[src/sv/solf_pkg.sv]
package solf_pkg;

  // register indexes on the configuration port
  localparam logic [1:0] REG_GAIN      = 2'd0;
  localparam logic [1:0] REG_DAMPING   = 2'd1;
  localparam logic [1:0] REG_CORNER    = 2'd2;
  localparam logic [1:0] REG_STEP_TIME = 2'd3;

  localparam int OP_W   = 33;  // shared multiplier operand width
  localparam int PROD_W = 64;  // kept product width
  localparam int SUM_W  = 42;  // width of the pre-saturation sums

  localparam logic [14:0] DAMP_ONE = 15'd16384;
  localparam logic [30:0] GAIN_MAX = 31'h7FFF_FFFF;

  typedef enum logic [3:0] {
    ST_IDLE,
    ST_KX,
    ST_DV,
    ST_G,
    ST_ERR,
    ST_DVEL,
    ST_DLEV,
    ST_UPD,
    ST_OUT
  } state_t;

  typedef struct packed {
    state_t st;
    logic   ready;
    logic   load_out;
  } ctrl_t;

  function automatic logic signed [31:0] sat_s32(input logic signed [SUM_W-1:0] v);
    logic signed [31:0] r;
    if (v > $signed(SUM_W'(32'sh7FFF_FFFF))) begin
      r = 32'sh7FFF_FFFF;
    end else if (v < -$signed(SUM_W'(33'sh0_8000_0000))) begin
      r = 32'sh8000_0000;
    end else begin
      r = v[31:0];
    end
    return r;
  endfunction

endpackage

[src/sv/second_order_lag_filter.sv]
// second-order lag filter, one forward euler step per input beat
// steps: KX, DV, G, ERR, DVEL, DLEV, UPD, then OUT loads the result register once the
// output is free (bypass goes from IDLE straight to OUT); no new beat is taken before
// the sequencer returns to IDLE, since five products run one after another on the
// single shared 33x33 multiplier. reset: rst (synchronous) clears velocity and level and restores the register defaults
module second_order_lag_filter (
  input  logic        clk,
  input  logic        rst,
  // input stream
  input  logic        s_tvalid,
  output logic        s_tready,
  input  logic [31:0] s_tdata,   // [31:0] sample
  // output stream
  output logic        m_tvalid,
  input  logic        m_tready,
  output logic [31:0] m_tdata,   // [31:0] filtered
  // configuration writes
  input  logic        cfg_we,
  input  logic [1:0]  cfg_index,
  input  logic [31:0] cfg_data
);

  // configuration registers
  logic signed [15:0] gain;
  logic signed [15:0] damping;
  logic signed [31:0] corner_frequency;
  logic        [23:0] step_time;

  // filter state
  logic signed [31:0] velocity;
  logic signed [31:0] level;

  // per-item scratch
  logic signed [31:0] sample_q;
  logic signed [40:0] kx;
  logic signed [40:0] dv2;
  logic signed [31:0] err;
  logic        [30:0] step_gain;
  logic signed [39:0] dvel;

  logic signed [solf_pkg::OP_W-1:0]   op_a, op_b;
  logic signed [solf_pkg::PROD_W-1:0] prod;
  logic        [14:0]                 damp_clamp;
  logic signed [solf_pkg::SUM_W-1:0]  err_sum, vel_sum, lev_sum;
  logic signed [39:0]                 dlev;
  logic                               bypass;
  logic                               out_free;
  logic                               s_accept;
  solf_pkg::ctrl_t                    ctl;

  assign bypass   = corner_frequency[31] || (corner_frequency == 32'sd0);
  assign out_free = !m_tvalid || m_tready;
  assign s_tready = ctl.ready;
  assign s_accept = s_tvalid && s_tready;

  solf_seq u_seq (
    .clk      (clk),
    .rst      (rst),
    .in_valid (s_tvalid),
    .bypass   (bypass),
    .out_free (out_free),
    .ctl      (ctl)
  );

  // configuration port, no read-back
  always_ff @(posedge clk) begin
    if (rst) begin
      gain             <= 16'sd256;
      damping          <= 16'sd16384;
      corner_frequency <= 32'sd65536;
      step_time        <= 24'd16777;
    end else if (cfg_we) begin
      case (cfg_index)
        solf_pkg::REG_GAIN:      gain             <= cfg_data[15:0];
        solf_pkg::REG_DAMPING:   damping          <= cfg_data[15:0];
        solf_pkg::REG_CORNER:    corner_frequency <= cfg_data;
        solf_pkg::REG_STEP_TIME: step_time        <= cfg_data[23:0];
        default: ;
      endcase
    end
  end

  // damping limited to 0..1.0 in q2.14
  always_comb begin
    if (damping[15]) begin
      damp_clamp = 15'd0;
    end else if (damping[14] && (damping[13:0] != 14'd0)) begin
      damp_clamp = solf_pkg::DAMP_ONE;
    end else begin
      damp_clamp = damping[14:0];
    end
  end

  // operand select for the shared multiplier, product is registered and shows up in the next cycle
  always_comb begin
    op_a = '0;
    op_b = '0;
    case (ctl.st)
      solf_pkg::ST_KX: begin
        op_a = {{17{gain[15]}}, gain};
        op_b = {sample_q[31], sample_q};
      end
      solf_pkg::ST_DV: begin
        op_a = {18'd0, damp_clamp};
        op_b = {velocity[31], velocity};
      end
      solf_pkg::ST_G: begin
        op_a = {corner_frequency[31], corner_frequency};
        op_b = {9'd0, step_time};
      end
      solf_pkg::ST_DVEL: begin
        op_a = {err[31], err};
        op_b = {2'd0, step_gain};
      end
      solf_pkg::ST_DLEV: begin
        op_a = {velocity[31], velocity};
        op_b = {2'd0, step_gain};
      end
      default: ;
    endcase
  end

  solf_mul u_mul (
    .clk  (clk),
    .a    (op_a),
    .b    (op_b),
    .prod (prod)
  );

  // error term k*x - y - 2*d*v, widened then clipped to 32 bits
  assign err_sum = $signed({kx[40], kx})
                 - $signed({{10{level[31]}}, level})
                 - $signed({dv2[40], dv2});

  // floor shift of w0*dt*v by 24 comes straight off the product
  assign dlev    = prod[63:24];
  assign vel_sum = $signed({{10{velocity[31]}}, velocity}) + $signed({{2{dvel[39]}}, dvel});
  assign lev_sum = $signed({{10{level[31]}}, level}) + $signed({{2{dlev[39]}}, dlev});

  // datapath registers; kx, dv2, step_gain and dvel capture the product of the previous step
  always_ff @(posedge clk) begin
    if (s_accept) begin
      sample_q <= s_tdata;
    end
    case (ctl.st)
      solf_pkg::ST_DV:  kx  <= prod[48:8];    // floor(k*x / 2^8)
      solf_pkg::ST_G:   dv2 <= prod[53:13];   // floor(d*v / 2^13), i.e. 2*d*v
      solf_pkg::ST_ERR: begin
        err <= solf_pkg::sat_s32(err_sum);
        // w0*dt in q7.24, clipped just below 128
        step_gain <= (prod[63:47] != 17'd0) ? solf_pkg::GAIN_MAX : prod[46:16];
      end
      solf_pkg::ST_DLEV: dvel <= prod[63:24];
      default: ;
    endcase
  end

  // filter state, both updates use the old velocity
  always_ff @(posedge clk) begin
    if (rst) begin
      velocity <= '0;
      level    <= '0;
    end else if (s_accept && bypass) begin
      level <= s_tdata;
    end else if (ctl.st == solf_pkg::ST_UPD) begin
      velocity <= solf_pkg::sat_s32(vel_sum);
      level    <= solf_pkg::sat_s32(lev_sum);
    end
  end

  // output register, filled once the previous beat has gone
  always_ff @(posedge clk) begin
    if (rst) begin
      m_tvalid <= 1'b0;
    end else if (ctl.load_out) begin
      m_tvalid <= 1'b1;
    end else if (m_tready) begin
      m_tvalid <= 1'b0;
    end
  end

  always_ff @(posedge clk) begin
    if (ctl.load_out) begin
      m_tdata <= level;
    end
  end

`ifndef SYNTHESIS
  // bypass takes the sample as the new level
  a_bypass_level: assert property (@(posedge clk) disable iff (rst)
    (s_accept && bypass) |=> (level == $past(s_tdata)))
    else $error("bypass did not load the sample into level");

  // a new result beat only comes from the output step of the sequencer
  a_out_from_seq: assert property (@(posedge clk) disable iff (rst)
    $rose(m_tvalid) |-> ($past(ctl.st) == solf_pkg::ST_OUT))
    else $error("result beat raised outside the output step");

  // the loaded beat carries the current level
  a_out_level: assert property (@(posedge clk) disable iff (rst)
    ctl.load_out |=> (m_tvalid && (m_tdata == level)))
    else $error("result beat does not match level");
`endif

endmodule

[src/sv/solf_mul.sv]
module solf_mul (
  input  logic                               clk,
  input  logic signed [solf_pkg::OP_W-1:0]   a,
  input  logic signed [solf_pkg::OP_W-1:0]   b,
  output logic signed [solf_pkg::PROD_W-1:0] prod
);

  logic signed [2*solf_pkg::OP_W-1:0] prod_full;

  assign prod_full = a * b;

  // every product in use fits in the low bits
  always_ff @(posedge clk) begin
    prod <= prod_full[solf_pkg::PROD_W-1:0];
  end

endmodule

[src/sv/solf_seq.sv]
module solf_seq (
  input  logic            clk,
  input  logic            rst,
  input  logic            in_valid,
  input  logic            bypass,
  input  logic            out_free,
  output solf_pkg::ctrl_t ctl
);

  solf_pkg::state_t state, state_next;

  always_ff @(posedge clk) begin
    if (rst) begin
      state <= solf_pkg::ST_IDLE;
    end else begin
      state <= state_next;
    end
  end

  always_comb begin
    state_next   = state;
    ctl.st       = state;
    ctl.ready    = 1'b0;
    ctl.load_out = 1'b0;
    case (state)
      solf_pkg::ST_IDLE: begin
        ctl.ready = 1'b1;
        if (in_valid) begin
          state_next = bypass ? solf_pkg::ST_OUT : solf_pkg::ST_KX;
        end
      end
      solf_pkg::ST_KX:   state_next = solf_pkg::ST_DV;
      solf_pkg::ST_DV:   state_next = solf_pkg::ST_G;
      solf_pkg::ST_G:    state_next = solf_pkg::ST_ERR;
      solf_pkg::ST_ERR:  state_next = solf_pkg::ST_DVEL;
      solf_pkg::ST_DVEL: state_next = solf_pkg::ST_DLEV;
      solf_pkg::ST_DLEV: state_next = solf_pkg::ST_UPD;
      solf_pkg::ST_UPD:  state_next = solf_pkg::ST_OUT;
      solf_pkg::ST_OUT: begin
        if (out_free) begin
          ctl.load_out = 1'b1;
          state_next   = solf_pkg::ST_IDLE;
        end
      end
      default: state_next = solf_pkg::ST_IDLE;
    endcase
  end

endmodule
[config.mk]
export PLATFORM = sky130hd
export DESIGN_NAME = second_order_lag_filter
export DESIGN_NICKNAME = d
export VERILOG_FILES = /design/src/sv/solf_pkg.sv /design/src/sv/second_order_lag_filter.sv /design/src/sv/solf_mul.sv /design/src/sv/solf_seq.sv
export SDC_FILE = /design/constraint.sdc
export NUM_CORES = 2
export LEC_CHECK = 0
export ABC_AREA = 0
export BUFFER_PORTS_ARGS = -buffer_cell sky130_fd_sc_hd__buf_2
export CAP_MARGIN = 20
export CELL_PAD_IN_SITES_DETAIL_PLACEMENT = 2
export CELL_PAD_IN_SITES_GLOBAL_PLACEMENT = 2
export CORE_AREA = 2 2 328 411
export CTS_BUF_LIST = sky130_fd_sc_hd__clkbuf_8
export DETAILED_ROUTE_END_ITERATION = 12
export DIE_AREA = 0 0 330 413
export PLACE_DENSITY_LB_ADDON = 0.1
export SLEW_MARGIN = 20
export SYNTH_ARGS = -nofsm -noshare
export SYNTH_HDL_FRONTEND = slang
export SYNTH_SLANG_ARGS = --single-unit
[constraint.sdc]
create_clock -name clk -period 23.4 [get_ports clk]
set_clock_uncertainty 0.2 [all_clocks]
set_input_delay 5.85 -clock clk [delete_from_list [all_inputs] [get_ports clk]]
set_output_delay 5.85 -clock clk [all_outputs]
set_load 0.02 [all_outputs]
==> impl_metrics.py <==
metrics = {
    "synth": {
        "synth-main-ff-cell": "edfxtp_1",
        "syn_avg_cell_area_um2": 9.28,
        "synth_cells": 6529,
        "synth_nets": 8077,
        "yosysWarnings": 0,
        "synth_edf_count": 249,
        "synth-seq-cells": 462,
        "syn_area_um2": 60600,
        "yosysUniqueCellTypes": 92,
        "async_reset_ff_frac": 0,
        "synth-seq-area-share": 0.194,
    },
    "pwr": {
        "power_uw": 3040,
        "power_frac_comb": 0.371,
        "p_leak_uw": 0.0293,
        "clkPwrFrac": 0.289,
        "power_density_nw_per_um2": 46.6,
        "vdd.ir_drop.worst_mv": 0.0726,
        "p_int_uw": 1780,
        "seqPwrFrac": 0.340,
        "p_sw_frac": 0.414,
        "switchingPower_uw": 1260,
    },
    "timing": {
        "period_needed_ps": 12130,
        "setup_viol": 0,
        "tightest_slew_ps": 1220,
        "rsz0062_at_grt": "false",
        "drv_slew": 0,
        "post-route-period-util": 0.518,
        "setup_tns_ps": 0,
        "fmax_mhz": 82.5,
        "hold-worst-slack_ps": 253,
        "max_slew_margin": 0.187,
        "worst_slack_ps": 11270,
        "hold_viol": 0,
    },
    "critical_path": {
        "arrival_ps": 12580,
        "r2r_setup_slack_ps": 11270,
        "cp-start-kind": "flip-flop",
        "cp-end-kind": "flip-flop",
        "path_depth": 34,
        "crit_type": "reg2reg",
        "crit_path_max_fanout": 53,
        "critical-path-top-delay-family": "adder cells",
        "r2r_start": "u_seq.state[1]",
        "r2r_cells": 34,
        "crit_top_cell": "fa_1",
        "max_stage_delay_ps": 750,
        "path_buf_inv": 8,
        "r2r_end": "u_mul.prod[63]",
        "slowest_stage": "dfxtp_1",
        "cp.required_ps": 23850,
    },
    "placement": {
        "dp.cells": 8199,
        "gp_congestion": 0.935,
        "portBuffers": 104,
        "dp_hpwl_um": 208000,
        "dp_slack_ps": 11550,
    },
    "routing": {
        "remaining_drc_errors": 6,
        "wire_per_inst_um": 31.0,
        "wirelength_um": 259000,
        "viasPerCell": 5.92,
        "drt_iter0_drc": 3383,
        "first_pass_iters": 10,
        "vias": 49500,
        "ant_nets": 0,
    },
    "min_path": {
        "hold_depth": 0,
        "min_to": "kx[1]",
        "hold_path_class": "reg2reg",
        "hp-start": "u_mul.prod[9]",
    },
    "status": {
        "status": "complete, but fails checks",
        "violations": "design-rule violations",
    },
    "cts": {
        "post_cts_buffers": 0,
        "clock_sinks": 462,
        "cts-resized-gates": 0,
        "cts_buffers": 84,
        "htree_levels": 3,
        "clock-root-buffer": "clkbuf_8",
        "cts_tree": "yes",
        "clk_path_buf_depth": 3,
        "cts_hold_buf": 0,
        "path_clk_slew_ps": 70,
        "clock_latency_ps": 760,
    },
    "grt": {
        "grtUsageTotal": 0.388,
        "use_met1": 0.454,
        "gr-max-usage-layer": "met2",
        "grt_use_met2": 0.672,
        "use_met3": 0.0550,
        "grt_pass1_wl_um": 384000,
        "grt.overflow.total": 0,
        "grt_pass1_vias": 57700,
        "grt_max_degree": 108,
        "antenna_found_initial": 11,
    },
    "floorplanning": {
        "std_cell_rows": 150,
        "die_w_um": 330,
        "die_h_um": 413,
        "initial_core_util": 0.456,
        "coreArea_um2": 133000,
        "fp.dieArea_um2": 136000,
        "io-pin-count": 105,
    },
    "finish": {
        "layout-drive-gt1-share": 0.0645,
        "area_delta_synth_final_pct": 7.46,
        "fillers": 14300,
        "layout.cells.non_filler": 8361,
        "final_nets": 8087,
    },
    "flow_run": {
        "cap_violations": 0,
    },
}
==> logic make-up (layout without fill, tap and decap cells) <==
group                      after synthesis  after routing  share of synthesized area
AOI/OAI and AO/OA                      814            814                     0.0883
xor gates and xnor gates               185            185                     0.0267
adders and majority gates             1477           1477                      0.447
buffers and inverters                 1505           1585                     0.0945
DFF                                    462            462                      0.194
muxes                                    6              6                    0.00101
other                                    0              4                          0
and+or+nand+nor                       2080           2080                      0.148
==> metal layers <==
layer / share of wire / up-vias
met1: 0.37 / 26400
met4: 0.072 / 2
met5: 0.000050 / -
met2: 0.50 / 1900
met3: 0.059 / 724
li1: - / 20400
==> Yosys cell counts, drive strengths merged, types with 7 or more instances <==
cell / instances / area (µm²)
o211ai: 10 / 85.1
nor2: 518 / 1940
a22o: 22 / 193
edfxtp: 249 / 7480
ha: 330 / 4130
clkbuf: 282 / 1060
o21bai: 31 / 233
nor2b: 19 / 119
nand2: 1125 / 4220
xnor2: 121 / 1060
and4: 36 / 318
and2: 32 / 200
buf: 39 / 219
nor4: 26 / 163
a211oi: 24 / 180
o32ai: 31 / 272
o211a: 9 / 90.1
o31ai: 12 / 109
nand3b: 18 / 135
a22oi: 37 / 278
and3: 30 / 188
dfxtp: 213 / 4260
or3: 28 / 180
nand3: 55 / 280
fa: 1147 / 23000
nand4: 63 / 400
nor3: 43 / 215
o21ai: 111 / 559
a21oi: 295 / 1480
xor2: 64 / 561
a31oi: 27 / 169
nand2b: 58 / 363
o21a: 25 / 188
a211o: 7 / 61.3
a21o: 107 / 807
inv: 1183 / 4440
==> state kept, by name, summed over array words and instances (netlist names) <==
| name | cells |
|---|---|
| u_mul.prod | 56 |
| dv2 | 41 |
| kx | 41 |
| dvel | 40 |
| corner_frequency | 32 |
| err | 32 |
| level | 32 |
| m_tdata | 32 |
| sample_q | 32 |
| velocity | 32 |
| step_gain | 31 |
| step_time | 24 |
| damping | 16 |
| gain | 16 |
| u_seq.state | 4 |
| m_tvalid | 1 |
==> placed cells by master (no fill, tap or decap), types with 24 or more instances in the layout <==
master	count
edfxtp_1	249
and4_1	35
o32ai_1	31
buf_4	136
dfxtp_1	213
and2_1	29
o21bai_1	31
nor3_1	39
o21ai_0	106
a22oi_1	37
a21oi_1	295
clkbuf_8	101
a211oi_1	24
ha_1	330
a21o_1	104
nor2_1	513
nor4_1	25
xor2_1	64
nand2_1	1124
xnor2_1	121
buf_2	103
inv_1	1214
nand4_1	62
nand3_1	52
fa_1	1147
and3_1	30
nand2b_1	58
o21a_1	25
a31oi_1	26
or3_1	27
==> how the worst max path moves through the flow <==
stage	from	to	slack, ps
after floorplan	u_seq.state[3]	u_mul.prod[63]	12380
after global placement	u_seq.state[0]	u_mul.prod[63]	11970
after detailed placement	u_seq.state[2]	u_mul.prod[63]	11550
after CTS	u_seq.state[1]	u_mul.prod[63]	11420
after global routing	u_seq.state[1]	u_mul.prod[63]	10740
final	u_seq.state[1]	u_mul.prod[63]	11270
==> cell type report <==
type,count,area [µm²],share of cell area
Timing Repair Buffer,245,1620,0.0248
Inverter,1184,4440,0.0683
Multi-Input combinational cell,4562,43200,0.664
Clock inverter,55,460,0.00707
Clock buffer,101,1390,0.0214
Tap cell,1748,2190,0.0336
Sequential cell,462,11700,0.180
Antenna cell,4,10.0,0.000154
==> power by group through the flow <==
stage	logic (µW)	registers (µW)	clock network, µW
global route	1200	1030	916
detailed placement	1100	1040	0
finish	1130	1030	877
CTS	1120	1030	886
global placement	1040	1040	0
floorplan	659	988	0
==> through the flow <==
| step | instance area, µm² | util |
|---|---|---|
| after floorplan | 60600 | - |
| after global placement | 63200 | 0.475 |
| after detailed placement | 63200 | 0.476 |
| after CTS | 65000 | 0.490 |
| after global routing | 65100 | 0.490 |
| final | 65100 | 0.490 |
Note: power is estimated with default switching activity, not from simulation.
